==> config.mk <==
export PLATFORM = sky130hd
export DESIGN_NAME = gray_requantize_bit_packer_top
export DESIGN_NICKNAME = d
export VERILOG_FILES = /design/src/rtl/core/grbp_pkg.sv /design/src/rtl/core/gray_requantize_bit_packer_top.sv
export SDC_FILE = /design/constraint.sdc
export NUM_CORES = 1
export LEC_CHECK = 0
export ABC_AREA = 1
export BUFFER_PORTS_ARGS = -buffer_cell sky130_fd_sc_hd__buf_2
export CORE_ASPECT_RATIO = 1.25
export CORE_MARGIN = 5
export CORE_UTILIZATION = 40
export CTS_CLUSTER_SIZE = 24
export DETAILED_ROUTE_END_ITERATION = 6
export GPL_ROUTABILITY_DRIVEN = 0
export GPL_TIMING_DRIVEN = 0
export PLACE_DENSITY = 0.62
export RECOVER_POWER = 100
export SLEW_MARGIN = 20
export SYNTH_ARGS = -nofsm -noshare
export SYNTH_HDL_FRONTEND = slang
export SYNTH_SLANG_ARGS = --single-unit
==> constraint.sdc <==
create_clock -name clk -period 5.1 [get_ports clk]
set_input_delay 0.51 -clock clk [delete_from_list [all_inputs] [get_ports clk]]
set_output_delay 0.51 -clock clk [all_outputs]
set_load 0.01 [all_outputs]
==> src/rtl/core/grbp_pkg.sv <==
`timescale 1ns / 1ps
// ----------------------------------------------------------------------------
// grbp_pkg - shared constants and helpers for the gray requantizing packer
// Widths, reset level, output queue depth, code width and divide-by-255.
// ----------------------------------------------------------------------------
package grbp_pkg;

	localparam int unsigned PIX_W      = 8;
	localparam int unsigned BYTE_W     = 8;
	localparam int unsigned CW_W       = 4;   // code width 0..8
	localparam int unsigned POS_W      = 3;   // bit position in a byte
	localparam int unsigned OQ_DEPTH   = 4;
	localparam int unsigned OQ_PTR_W   = $clog2(OQ_DEPTH);
	localparam int unsigned OQ_CNT_W   = $clog2(OQ_DEPTH + 1);

	localparam logic [PIX_W-1:0] MAX_GRAY_RST = 8'd255;

	// queue entry: packed byte and end-of-image mark
	typedef struct packed {
		logic              last;
		logic [BYTE_W-1:0] data;
	} oq_entry_t;

	// bit length of the gray level (0 for level 0)
	function automatic logic [CW_W-1:0] code_width(input logic [PIX_W-1:0] level);
		logic [CW_W-1:0] n;
		n = '0;
		for (int i = 0; i < PIX_W; i++) begin
			if (level[i]) n = CW_W'(i + 1);
		end
		return n;
	endfunction

	// floor(x / 255), exact for any product of two 8-bit values
	function automatic logic [PIX_W-1:0] div255(input logic [2*PIX_W-1:0] x);
		logic [2*PIX_W:0] t;
		logic [2*PIX_W:0] s;
		t = {1'b0, x} + 17'd1;
		s = t + (t >> 8);
		return s[2*PIX_W-1:PIX_W];
	endfunction

endpackage

==> src/rtl/core/gray_requantize_bit_packer_top.sv <==
`timescale 1ns / 1ps
// ----------------------------------------------------------------------------
// gray_requantize_bit_packer_top - requantize gray pixels and pack the codes
// Scales each pixel to floor(pixel*max_gray_level/255) and packs the codes,
// MSB first, into a byte stream; a last pixel flushes the partial byte.
// ----------------------------------------------------------------------------
// Usage:
//   s_axis: one 8-bit pixel per beat, tlast marks the final pixel of an image.
//   m_axis: one packed byte per beat, tlast on the final byte of the image.
//   cfg_wr_en/cfg_wr_data: writes max_gray_level (code width = its bit length);
//   write it only between images while the block is empty.
// Timing:
//   An input beat is taken every cycle while the queue has room for two
//   bytes. A pixel passes the input register and the scale stage; the pack
//   stage then writes its bytes into a 4-entry output queue.
//   The pack stage writes up to two bytes per cycle (a last
//   pixel that both completes a byte and leaves bits pending), the queue
//   drains one per cycle. Sustained rate: 1 pixel per cycle.
// Backpressure:
//   When the receiver stalls, the queue fills; with more than 2 entries
//   held, s_axis_tready drops and the whole pipeline holds.
// Reset:
//   arst_n clears the pipeline, the queue, the partial byte and the bit
//   position, and sets max_gray_level to 255.
// ----------------------------------------------------------------------------
module gray_requantize_bit_packer_top (
	input  logic       clk,
	input  logic       arst_n,
	// configuration
	input  logic       cfg_wr_en,
	input  logic [7:0] cfg_wr_data,    // max_gray_level
	// pixel input
	input  logic       s_axis_tvalid,
	output logic       s_axis_tready,
	input  logic [7:0] s_axis_tdata,   // [7:0] pixel
	input  logic       s_axis_tlast,   // last_pixel
	// packed byte output
	output logic       m_axis_tvalid,
	input  logic       m_axis_tready,
	output logic [7:0] m_axis_tdata,   // [7:0] packed_byte
	output logic       m_axis_tlast    // last_byte
);

	localparam int unsigned PW  = grbp_pkg::PIX_W;
	localparam int unsigned BW  = grbp_pkg::BYTE_W;
	localparam int unsigned CWW = grbp_pkg::CW_W;
	localparam int unsigned PSW = grbp_pkg::POS_W;
	localparam int unsigned QPW = grbp_pkg::OQ_PTR_W;
	localparam int unsigned QCW = grbp_pkg::OQ_CNT_W;
	localparam int unsigned QD  = grbp_pkg::OQ_DEPTH;

	// configuration register
	logic [PW-1:0] max_gray_q;

	// stage 1: input register
	logic          vld_s1;
	logic [PW-1:0] pix_s1;
	logic          last_s1;

	// stage 2: scaled code
	logic           vld_s2;
	logic [BW-1:0]  code_s2;
	logic [CWW-1:0] width_s2;
	logic           last_s2;

	// packer state
	logic [BW-1:0]  partial_q;
	logic [PSW-1:0] bitpos_q;

	// output queue
	grbp_pkg::oq_entry_t oq_mem_q [QD];
	logic [QPW-1:0] wr_ptr_q;
	logic [QPW-1:0] rd_ptr_q;
	logic [QCW-1:0] cnt_q;

	logic adv;
	logic pop;

	// pipeline moves while the queue can take two more bytes
	assign adv           = (cnt_q <= QCW'(QD - 2));
	assign s_axis_tready = adv;
	assign pop           = m_axis_tvalid && m_axis_tready;

	// configuration write
	always_ff @(posedge clk or negedge arst_n) begin
		if (!arst_n) begin
			max_gray_q <= grbp_pkg::MAX_GRAY_RST;
		end else if (cfg_wr_en) begin
			max_gray_q <= cfg_wr_data;
		end
	end

	// stage 1 and stage 2 valids
	always_ff @(posedge clk or negedge arst_n) begin
		if (!arst_n) begin
			vld_s1 <= 1'b0;
			vld_s2 <= 1'b0;
		end else if (adv) begin
			vld_s1 <= s_axis_tvalid;
			vld_s2 <= vld_s1;
		end
	end

	// payload: capture beat, then scale
	always_ff @(posedge clk) begin
		if (adv) begin
			if (s_axis_tvalid) begin
				pix_s1  <= s_axis_tdata;
				last_s1 <= s_axis_tlast;
			end
			code_s2  <= grbp_pkg::div255(16'(pix_s1) * 16'(max_gray_q));
			width_s2 <= grbp_pkg::code_width(max_gray_q);
			last_s2  <= last_s1;
		end
	end

	// pack: place the code under the pending bits in a 16-bit window
	logic [CWW-1:0]   total;
	logic [4:0]       sh;
	logic [2*BW-1:0]  acc;
	logic             full;
	logic [BW-1:0]    nxt_part;
	logic [PSW-1:0]   nxt_pos;
	logic             flush;
	logic             push0;
	logic             push1;
	grbp_pkg::oq_entry_t ent0;
	grbp_pkg::oq_entry_t ent1;

	always_comb begin
		total    = CWW'(bitpos_q) + width_s2;
		sh       = 5'd16 - 5'(total);
		acc      = {partial_q, 8'b0} | ((2*BW)'(code_s2) << sh);
		full     = total[3];
		nxt_part = full ? acc[BW-1:0] : acc[2*BW-1:BW];
		nxt_pos  = total[PSW-1:0];
		flush    = last_s2 && (nxt_pos != '0);
		push0    = vld_s2 && adv && (full || flush);
		push1    = vld_s2 && adv && full && flush;
		ent0.data = full ? acc[2*BW-1:BW] : nxt_part;
		ent0.last = last_s2 && !(full && flush);
		ent1.data = nxt_part;
		ent1.last = 1'b1;
	end

	// packer state
	always_ff @(posedge clk or negedge arst_n) begin
		if (!arst_n) begin
			partial_q <= '0;
			bitpos_q  <= '0;
		end else if (vld_s2 && adv) begin
			partial_q <= last_s2 ? '0 : nxt_part;
			bitpos_q  <= last_s2 ? '0 : nxt_pos;
		end
	end

	// output queue storage
	always_ff @(posedge clk) begin
		if (push0) oq_mem_q[wr_ptr_q] <= ent0;
		if (push1) oq_mem_q[wr_ptr_q + QPW'(1)] <= ent1;
	end

	// output queue pointers and fill count
	always_ff @(posedge clk or negedge arst_n) begin
		if (!arst_n) begin
			wr_ptr_q <= '0;
			rd_ptr_q <= '0;
			cnt_q    <= '0;
		end else begin
			wr_ptr_q <= wr_ptr_q + QPW'(push0) + QPW'(push1);
			if (pop) rd_ptr_q <= rd_ptr_q + QPW'(1);
			cnt_q <= cnt_q + QCW'(push0) + QCW'(push1) - QCW'(pop);
		end
	end

	assign m_axis_tvalid = (cnt_q != '0);
	assign m_axis_tdata  = oq_mem_q[rd_ptr_q].data;
	assign m_axis_tlast  = oq_mem_q[rd_ptr_q].last;

endmodule

### Word-level counts from Yosys, hierarchy flattened

Memories as Yosys holds them, arrays and structs flattened.
Index checks and enable logic that the tools add are counted.

| storage, ports and cells | value |
|---|---|
| register bits after elaboration | 50 |
| bits in writable memories | 36 |
| bits of input ports | 22 |
| output and inout port bits | 11 |
| word-level logic and storage cells | 57 |
| memories | 1 |

Memory list:

| name | depth | width | rd ports | clocked after Yosys merged registers in | wr ports | RTL line | text |
|---|---|---|---|---|---|---|---|
| oq_mem_q | 4 | 9 | 1 | 0 | 2 | gray_requantize_bit_packer_top.sv:71 | `grbp_pkg::oq_entry_t oq_mem_q [QD];` |

| cells by class | value |
|---|---|
| add/subtract/negate cells | 11 |
| multipliers | 1 |
| $lt $le $gt $ge | 1 |
| shift operators | 1 |
| mux-type cells | 15 |
| bitwise gates (word level) | 1 |
| reduce and logical (&&, ||, !) cells | 13 |

Operator list:

| cell | number |
|---|---|
| $mux 4 | 6 |
| $mux 8 | 3 |
| $add 16x1->17 const B | 1 |
| $add 16x9->16 | 1 |
| $mul 8x8->16 | 1 |
| $or 16x16->16 | 1 |
| $shl 8x5->16 | 1 |
| $logic_and 1x1->1 | 8 |
| $add 3x1->3 | 2 |
| $reduce_bool 3->1 | 2 |
| $mux 1 | 5 |
| $sub 5x4->5 const A | 1 |
| $add 2x1->2 | 2 |
| $add 2x1->2 const B | 2 |
| $add 3x4->4 | 1 |
| $le 3x2->1 const B | 1 |
| $mux 3 | 1 |
| $sub 3x1->3 | 1 |
| $reduce_and 2->1 | 1 |
| $logic_not 1->1 | 1 |
| $logic_or 1x1->1 | 1 |

### Depth between registers and ports, before layout

Gate-level depths: netlist of the first run.

| depth | value |
|---|---|
| depth after elaboration | 8 |
| depth in mapped cells | 33 |
| mapped depth without buffers | 32 |

### Worst setup path before layout of the first run

OpenSTA, ideal clock, no wires.

| path | value |
|---|---|
| path type | register to register |
| from | reg max_gray_q[7] |
| to | reg code_s2[2] (data pin) |
| library setup time | 0.265 ns |
| data arrival time | 5.219 ns |
| data required time | 4.835 ns |
| setup slack | -0.384 ns |
| cell stages (with the launch flop) | 25 |
| path buffers | 1 |
| clock period less this slack | 5.484 ns |
| path through | dfstp_2 clkbuf_1 nand2_1 fa_1 fa_1 inv_1 fa_1 inv_1 fa_1 inv_1 ha_1 nand2_1 nor2_1 nand3_1 nand3_1 a21oi_1 o21bai_1 xor2_1 inv_1 ha_1 a21oi_1 o2bb2ai_1 inv_1 nand2_2 xor2_1 |

| on the way | value |
|---|---|
| cells in the longest elaborated chain, start to end | 3 |

Ends and longest elaborated chain:

| item | RTL line | text |
|---|---|---|
| start, declared | gray_requantize_bit_packer_top.sv:53 | `logic [PW-1:0] max_gray_q;` |
| start signal, assigned | gray_requantize_bit_packer_top.sv:87 | `max_gray_q <= grbp_pkg::MAX_GRAY_RST;` |
| start signal, assigned | gray_requantize_bit_packer_top.sv:89 | `max_gray_q <= cfg_wr_data;` |
| $mul 8x8->16 | gray_requantize_bit_packer_top.sv:111 | `code_s2 <= grbp_pkg::div255(16'(pix_s1) * 16'(max_gray_q));` |
| $add 16x1->17 | grbp_pkg.sv:38 | `t = {1'b0, x} + 17'd1;` |
| $add 16x9->16 | grbp_pkg.sv:39 | `s = t + (t >> 8);` |
| end signal, assigned | gray_requantize_bit_packer_top.sv:111 |  |
| end, declared | gray_requantize_bit_packer_top.sv:62 | `logic [BW-1:0] code_s2;` |

No other way between the ends.
A chain may end at the register's enable or synchronous reset.

### Worst setup path in the final report of the first run

| path | value |
|---|---|
| from | reg max_gray_q[4] |
| to | reg code_s2[5] (data pin) |

Same word-level chain as after synthesis.

==> run_results.csv, run 1 <==
group,metric,value,unit
run_status,status,"complete, but fails checks",
placed_design,hpwl,13500,um
setup_path,critPathMaxFanout,4,
clock_network,cts_tree,"built",
die,start_util,0.409,
die,row_count,55,
drt,vias_per_cell,4.86,
setup_path,cp_slowest_stage_delay,0.58,ns
timing,finalWorstSetupSlack,-0.203,ns
grt,antenna_found_initial,0,
run_status,violations,"capacitance limit, slew limit, setup timing",
grt,grt_usage,0.173,
synthesis,syn-num-nets,1119,
timing,finalCritPeriodShare,1.04,
die,die_w,132,um
synthesis,async_flop_share,0.326,
drt,vias,6419,
setup_path,critical_path_class,"register to register",
placed_design,numPortBuffers,32,
layout,antennaDiodeCount,0,
setup_path,endpoint_kind,"register",
synthesis,syn_inst,1001,
drt,firstDrtPassIters,4,
drt,antenna_left,0,
timing,tightest_slew,1.65,ns
setup_path,crit_top_cell,"nand2_2",
run,cap_violations,1,
drt,drc,0,
drt,wl_per_cell,13.6,um
grt,first_global_vias,6709,
setup_path,crit_start,"max_gray_q[4]",
clock_network,hold_buffers,0,
synthesis,ys_top_cells_by_area,"edfxtp_1 (22%), nand2_1 (18%), fa_1 (11%)",
setup_path,startpoint_type,"register",
grt,grt_max_degree,29,
layout,instances_no_fill,1320,
timing,fmax,189,MHz
setup_path,cpMaxStageDelayCell,"dfstp_2",
grt,grt_pass1_wl,31000,um
setup_path,cp.required,5.19,ns
setup_path,r2r_start,"max_gray_q[4]",
synthesis,ys_types,44,
synthesis,synth_top_area_cell,"edfxtp_1",
timing,slew_viol_final,29,
synthesis,yosysMostFrequentCell,"nand2_1",
synthesis,ys_ff_latch,86,
synthesis,synth_edf_count,54,
synthesis,synth_common_cells,"nand2_1 (355), inv_1 (198), ha_1 (56)",
setup_path,arrival,5.39,ns
placed_design,dp_cells,1261,
min_path,hp-start,"s_axis_tdata[1]",
timing,timing.final.crit_period,5.30,ns
die,die_area,21500,um2
clock_network,root_buffer,"clkbuf_16",
clock_network,clock_path_buffers,2,
min_path,hold_path.class,"primary input to register",
clock_network,cts_buffers,9,
clock_network,htreeDepth,3,
timing,finalHoldViolCount,0,
layout,final_nets,1205,
layout,drive_above_1_share,0.206,
timing,slew_headroom,-0.0980,
drt,drt-initial-drc-count,362,
synthesis,synth_area,7460,um2
grt,overflow,0,
synthesis,synth_top_area_frac,0.217,
die,die-height,163,um
drt,finalWirelength,17900,um
layout,postLayoutCoreUtil,0.493,
die,io_pins,33,
clock_network,clock_latency,0.34,ns
clock_network,cts.sinks,86,
synthesis,ys.flop_type,"edfxtp_1",
synthesis,ys_warn_count,0,
timing,setup_violations,8,
timing,rsz0062_at_grt,"yes",
die,core,18200,um2
synthesis,avgSynthCellArea,7.46,um2
timing,clock_skew,0.00935,ns
layout,syn_to_final_growth,20.4,%
synthesis,ys_seq_area_frac,0.323,
clock_network,clk_pin_slew,0.07,ns
[metrics by stage]
step | setup slack (ns) | hold slack (ns) | TNS [ns] | instance area, um2
detailed placement | -0.546 | 0.414 | -2.96 | 8060
global route | -0.448 | 0.335 | -3.01 | 8990
floorplan | 0.0152 | 0.214 | 0 | 7610
finish | -0.203 | 0.340 | -1.24 | 8990
CTS | -0.242 | 0.223 | -1.45 | 8810
global placement | -0.503 | 0.413 | -2.71 | 8060
[layout make-up]
| cell class | instances | area [um2] |
|---|---|---|
| tap | 228 | 285 |
| timing repair buffer | 87 | 583 |
| sequential | 86 | 2410 |
| clock inverter | 5 | 35.0 |
| clock buffer | 11 | 264 |
| fill | 1769 | 9250 |
| buffer | 16 | 92.6 |
| multi-input combinational | 686 | 4560 |
| inverter | 201 | 754 |
[layout by cell type, fill, tap and decap left out, drive strengths merged, types with 3 or more instances in the layout]
cell type,n
dfxtp,4
dfstp,8
nor3,10
fa,40
inv,204
edfxtp,54
nand4,10
a31oi,3
o22ai,15
o21bai,3
o21ai,57
xor2,9
mux2,4
ha,56
nand3,36
nand2,364
dfrtp,20
a21oi,15
xnor2,6
clkbuf,25
o211ai,4
buf,89
nor2,48
[cells by family after synthesis]
family / after synthesis / share of synthesized area
simple gates: 471 / 0.256
flops: 86 / 0.323
buf+inv: 229 / 0.117
fa+ha+maj: 96 / 0.201
mux: 5 / 0.00738
compound gates: 99 / 0.0761
xor+xnor: 15 / 0.0196
[registers in the layout, indices dropped and copies added (netlist names)]
name,count
oq_mem_q,36
code_s2,8
max_gray_q,8
partial_q,8
pix_s1,8
width_s2,4
bitpos_q,3
cnt_q,3
rd_ptr_q,2
wr_ptr_q,2
last_s1,1
last_s2,1
vld_s1,1
vld_s2,1
[per-layer routing]
metal	routed length [um]	GRT usage	up-vias
met2	10200	0.352	100
li1	-	-	3263
met3	466	0.0151	28
met4	445	0.0579	0
met1	6830	0.182	3028
met5	0	0	-
[worst paths after layout]
check                                to  cells after the start  slack [ns]
hold / removal                pix_s1[1]                      1        0.34
setup / recovery             code_s2[5]                     29       -0.20
hold reg to reg                 last_s2                      0        0.43
setup reg to reg             code_s2[5]                     29       -0.20
max in group asynchronous  partial_q[6]                      1        3.55
min in group asynchronous      cnt_q[2]                      1        0.58
[timing repair]
action | in CTS | in global routing
setup endpoints to repair | 8 | 8
buffers inserted | 48 | 7
pin swaps | 38 | 26
gates resized for setup | 37 | 46
[critical path: cells and delay by family (launching register included)]
family,cells,cell delay (ns)
fa+ha+maj,6,2.54
simple gates,13,0.90
flops,1,0.58
buf+inv,7,0.57
compound gates,2,0.30
xor+xnor,1,0.17
Power of run 1 is left out: the tool's default activity adds up to more than one toggle a clock period on the data nets, which glitch-free logic cannot reach.
==> inputs of run 2 (changes only) <==
--- a/config.mk
+++ b/config.mk
@@ -7,14 +7,17 @@
 export LEC_CHECK = 0
 export ABC_AREA = 1
 export BUFFER_PORTS_ARGS = -buffer_cell sky130_fd_sc_hd__buf_2
+export CELL_PAD_IN_SITES_DETAIL_PLACEMENT = 1
+export CELL_PAD_IN_SITES_GLOBAL_PLACEMENT = 2
 export CORE_ASPECT_RATIO = 1.25
 export CORE_MARGIN = 5
-export CORE_UTILIZATION = 40
+export CORE_UTILIZATION = 34
+export CTS_BUF_LIST = sky130_fd_sc_hd__clkbuf_4
 export CTS_CLUSTER_SIZE = 24
 export DETAILED_ROUTE_END_ITERATION = 6
 export GPL_ROUTABILITY_DRIVEN = 0
 export GPL_TIMING_DRIVEN = 0
-export PLACE_DENSITY = 0.62
+export PLACE_DENSITY = 0.82
 export RECOVER_POWER = 100
 export SLEW_MARGIN = 20
 export SYNTH_ARGS = -nofsm -noshare
==> run 2 against run 1 <==
Compared with the run above: the flow still finishes with violations (capacitance limit, slew limit, setup timing); critical path depth stayed put; worst hold slack got worse by 0.12 ns; fmax grew 0.27%; die area up 16%; sequential share of layout area is 0.090 points higher; non-clock buffer count decreased by 4.
==> run_results.csv, run 2 (synthesized netlist as in run 1, its figures left out) <==
group,metric,value,unit
run_status,status,"complete, but fails checks",
run_status,violations,"capacitance limit, slew limit, setup timing",
setup_path,cp_slowest_stage_delay,0.56,ns
clock_network,clk_pin_slew,0.15,ns
die,core,21500,um2
drt,wl_per_cell,14.3,um
setup_path,reg2reg_slack,-0.19,ns
layout,drive_above_1_share,0.200,
timing,rsz0062_at_grt,"yes",
grt,grt_pass1_wl,33900,um
layout,layout_common_cells,"nand2_1 (327), inv_1 (185), edfxtp_1 (54), o21ai_0 (49), buf_4 (49)",
clock_network,htreeDepth,3,
layout,syn_to_final_growth,20.0,%
die,die-height,176,um
grt,overflow,0,
placed_design,numPortBuffers,32,
setup_path,startpoint_type,"register",
run,cap_violations,1,
die,row_count,60,
clock_network,clock_path_buffers,2,
min_path,hold_path.class,"primary input to register",
setup_path,endpoint_kind,"register",
die,die_area,25000,um2
clock_network,root_buffer,"clkbuf_4",
timing,finalHoldViolCount,0,
timing,slew_viol_final,29,
drt,drt-initial-drc-count,191,
drt,antenna_left,0,
setup_path,worst-path-buf-inv,7,
layout,postLayoutCoreUtil,0.416,
layout,mostFrequentLayoutCell,"nand2_1",
setup_path,critPathMaxFanout,7,
grt,antenna_found_initial,1,
layout,regMostFlops,"oq_mem_q",
layout,num-fill-cells,2733,
clock_network,cts_buffers,9,
drt,vias_per_cell,4.71,
grt,grt_usage,0.167,
placed_design,hpwl,15800,um
clock_network,cts.sinks,86,
drt,firstDrtPassIters,4,
setup_path,crit_family,"adder cells",
timing,tightest_slew,1.64,ns
drt,drc,0,
setup_path,crit_start,"max_gray_q[2]",
layout,largest_reg_flops,36,
layout,instances_no_fill,1368,
timing,setup_violations,8,
setup_path,cpMaxStageDelayCell,"fa_1",
die,io_pins,33,
drt,finalWirelength,19600,um
clock_network,cts_tree,"built",
setup_path,r2r-end,"code_s2[7]",
clock_network,clock_latency,0.45,ns
setup_path,crit_top_cell,"nand2_2",
timing,finalWorstSetupSlack,-0.189,ns
timing,fin_tns_setup,-1.22,ns
setup_path,cp.required,5.32,ns
placed_design,dp_cells,1312,
setup_path,arrival,5.51,ns
timing,fmax,189,MHz
grt,first_global_vias,6997,
die,start_util,0.346,
timing,timing.final.crit_period,5.29,ns
setup_path,rr_worst_depth,29,
die,die_w,143,um
drt,vias,6440,
timing,clock_skew,0.0295,ns
setup_path,critical_path_class,"register to register",
timing,slew_headroom,-0.0958,
timing,finalCritPeriodShare,1.04,
timing,fin_hold_ws,0.216,ns
setup_path,crit_cells,29,
layout,final_nets,1201,
setup_path,endpoint,"code_s2[7]",
grt,grt_max_degree,29,
setup_path,r2r_start,"max_gray_q[2]",
==> run 2: area by class of cell <==
| class | instances | area (um2) | area share |
|---|---|---|---|
| flip-flops and latches | 86 | 2410 | 0.269 |
| multi-input cells | 686 | 4570 | 0.510 |
| inverters | 201 | 754 | 0.0842 |
| clock inverters | 6 | 133 | 0.0148 |
| plain buffers | 17 | 131 | 0.0147 |
| well taps | 279 | 349 | 0.0390 |
| diodes | 1 | 2.50 | 0.000279 |
| repair buffers | 82 | 533 | 0.0595 |
| clock buffers | 10 | 75.1 | 0.00838 |
==> run 2: worst min-delay path by stage <==
stage,startpoint,endpoint,slack [ns],cells after the start
after global routing,s_axis_tdata[4],pix_s1[4],0.18,1
after detailed placement,last_s1,last_s2,0.41,0
after global placement,last_s1,last_s2,0.41,0
after floorplan,arst_n,bitpos_q[0],0.21,0
after CTS,arst_n,cnt_q[1],0.09,1
final,s_axis_tdata[3],pix_s1[3],0.22,1
==> run 2: what timing repair did <==
item,CTS,global route
buffers inserted,35,15
endpoints found under the setup margin,8,8
resized for setup,42,46
pin swaps,37,33
hold endpoints to repair,0,0
hold buffers,0,0
==> run 2: metal layers <==
layer | GRT usage | share of wire | up-vias
met4 | 0.0345 | 0.015 | 0
met2 | 0.344 | 0.58 | 51
li1 | - | - | 3253
met1 | 0.178 | 0.39 | 3115
met3 | 0.0174 | 0.016 | 21
met5 | 0 | 0 | -
==> run 2: through the flow <==
stage               area (um2)  worst slack (ns)
global route              8960            -0.465
floorplan                 7610            0.0152
detailed placement        8120            -0.778
CTS                       8720            -0.285
finish                    8960            -0.189
global placement          8120            -0.685
Power of run 2 is left out for the same reason.
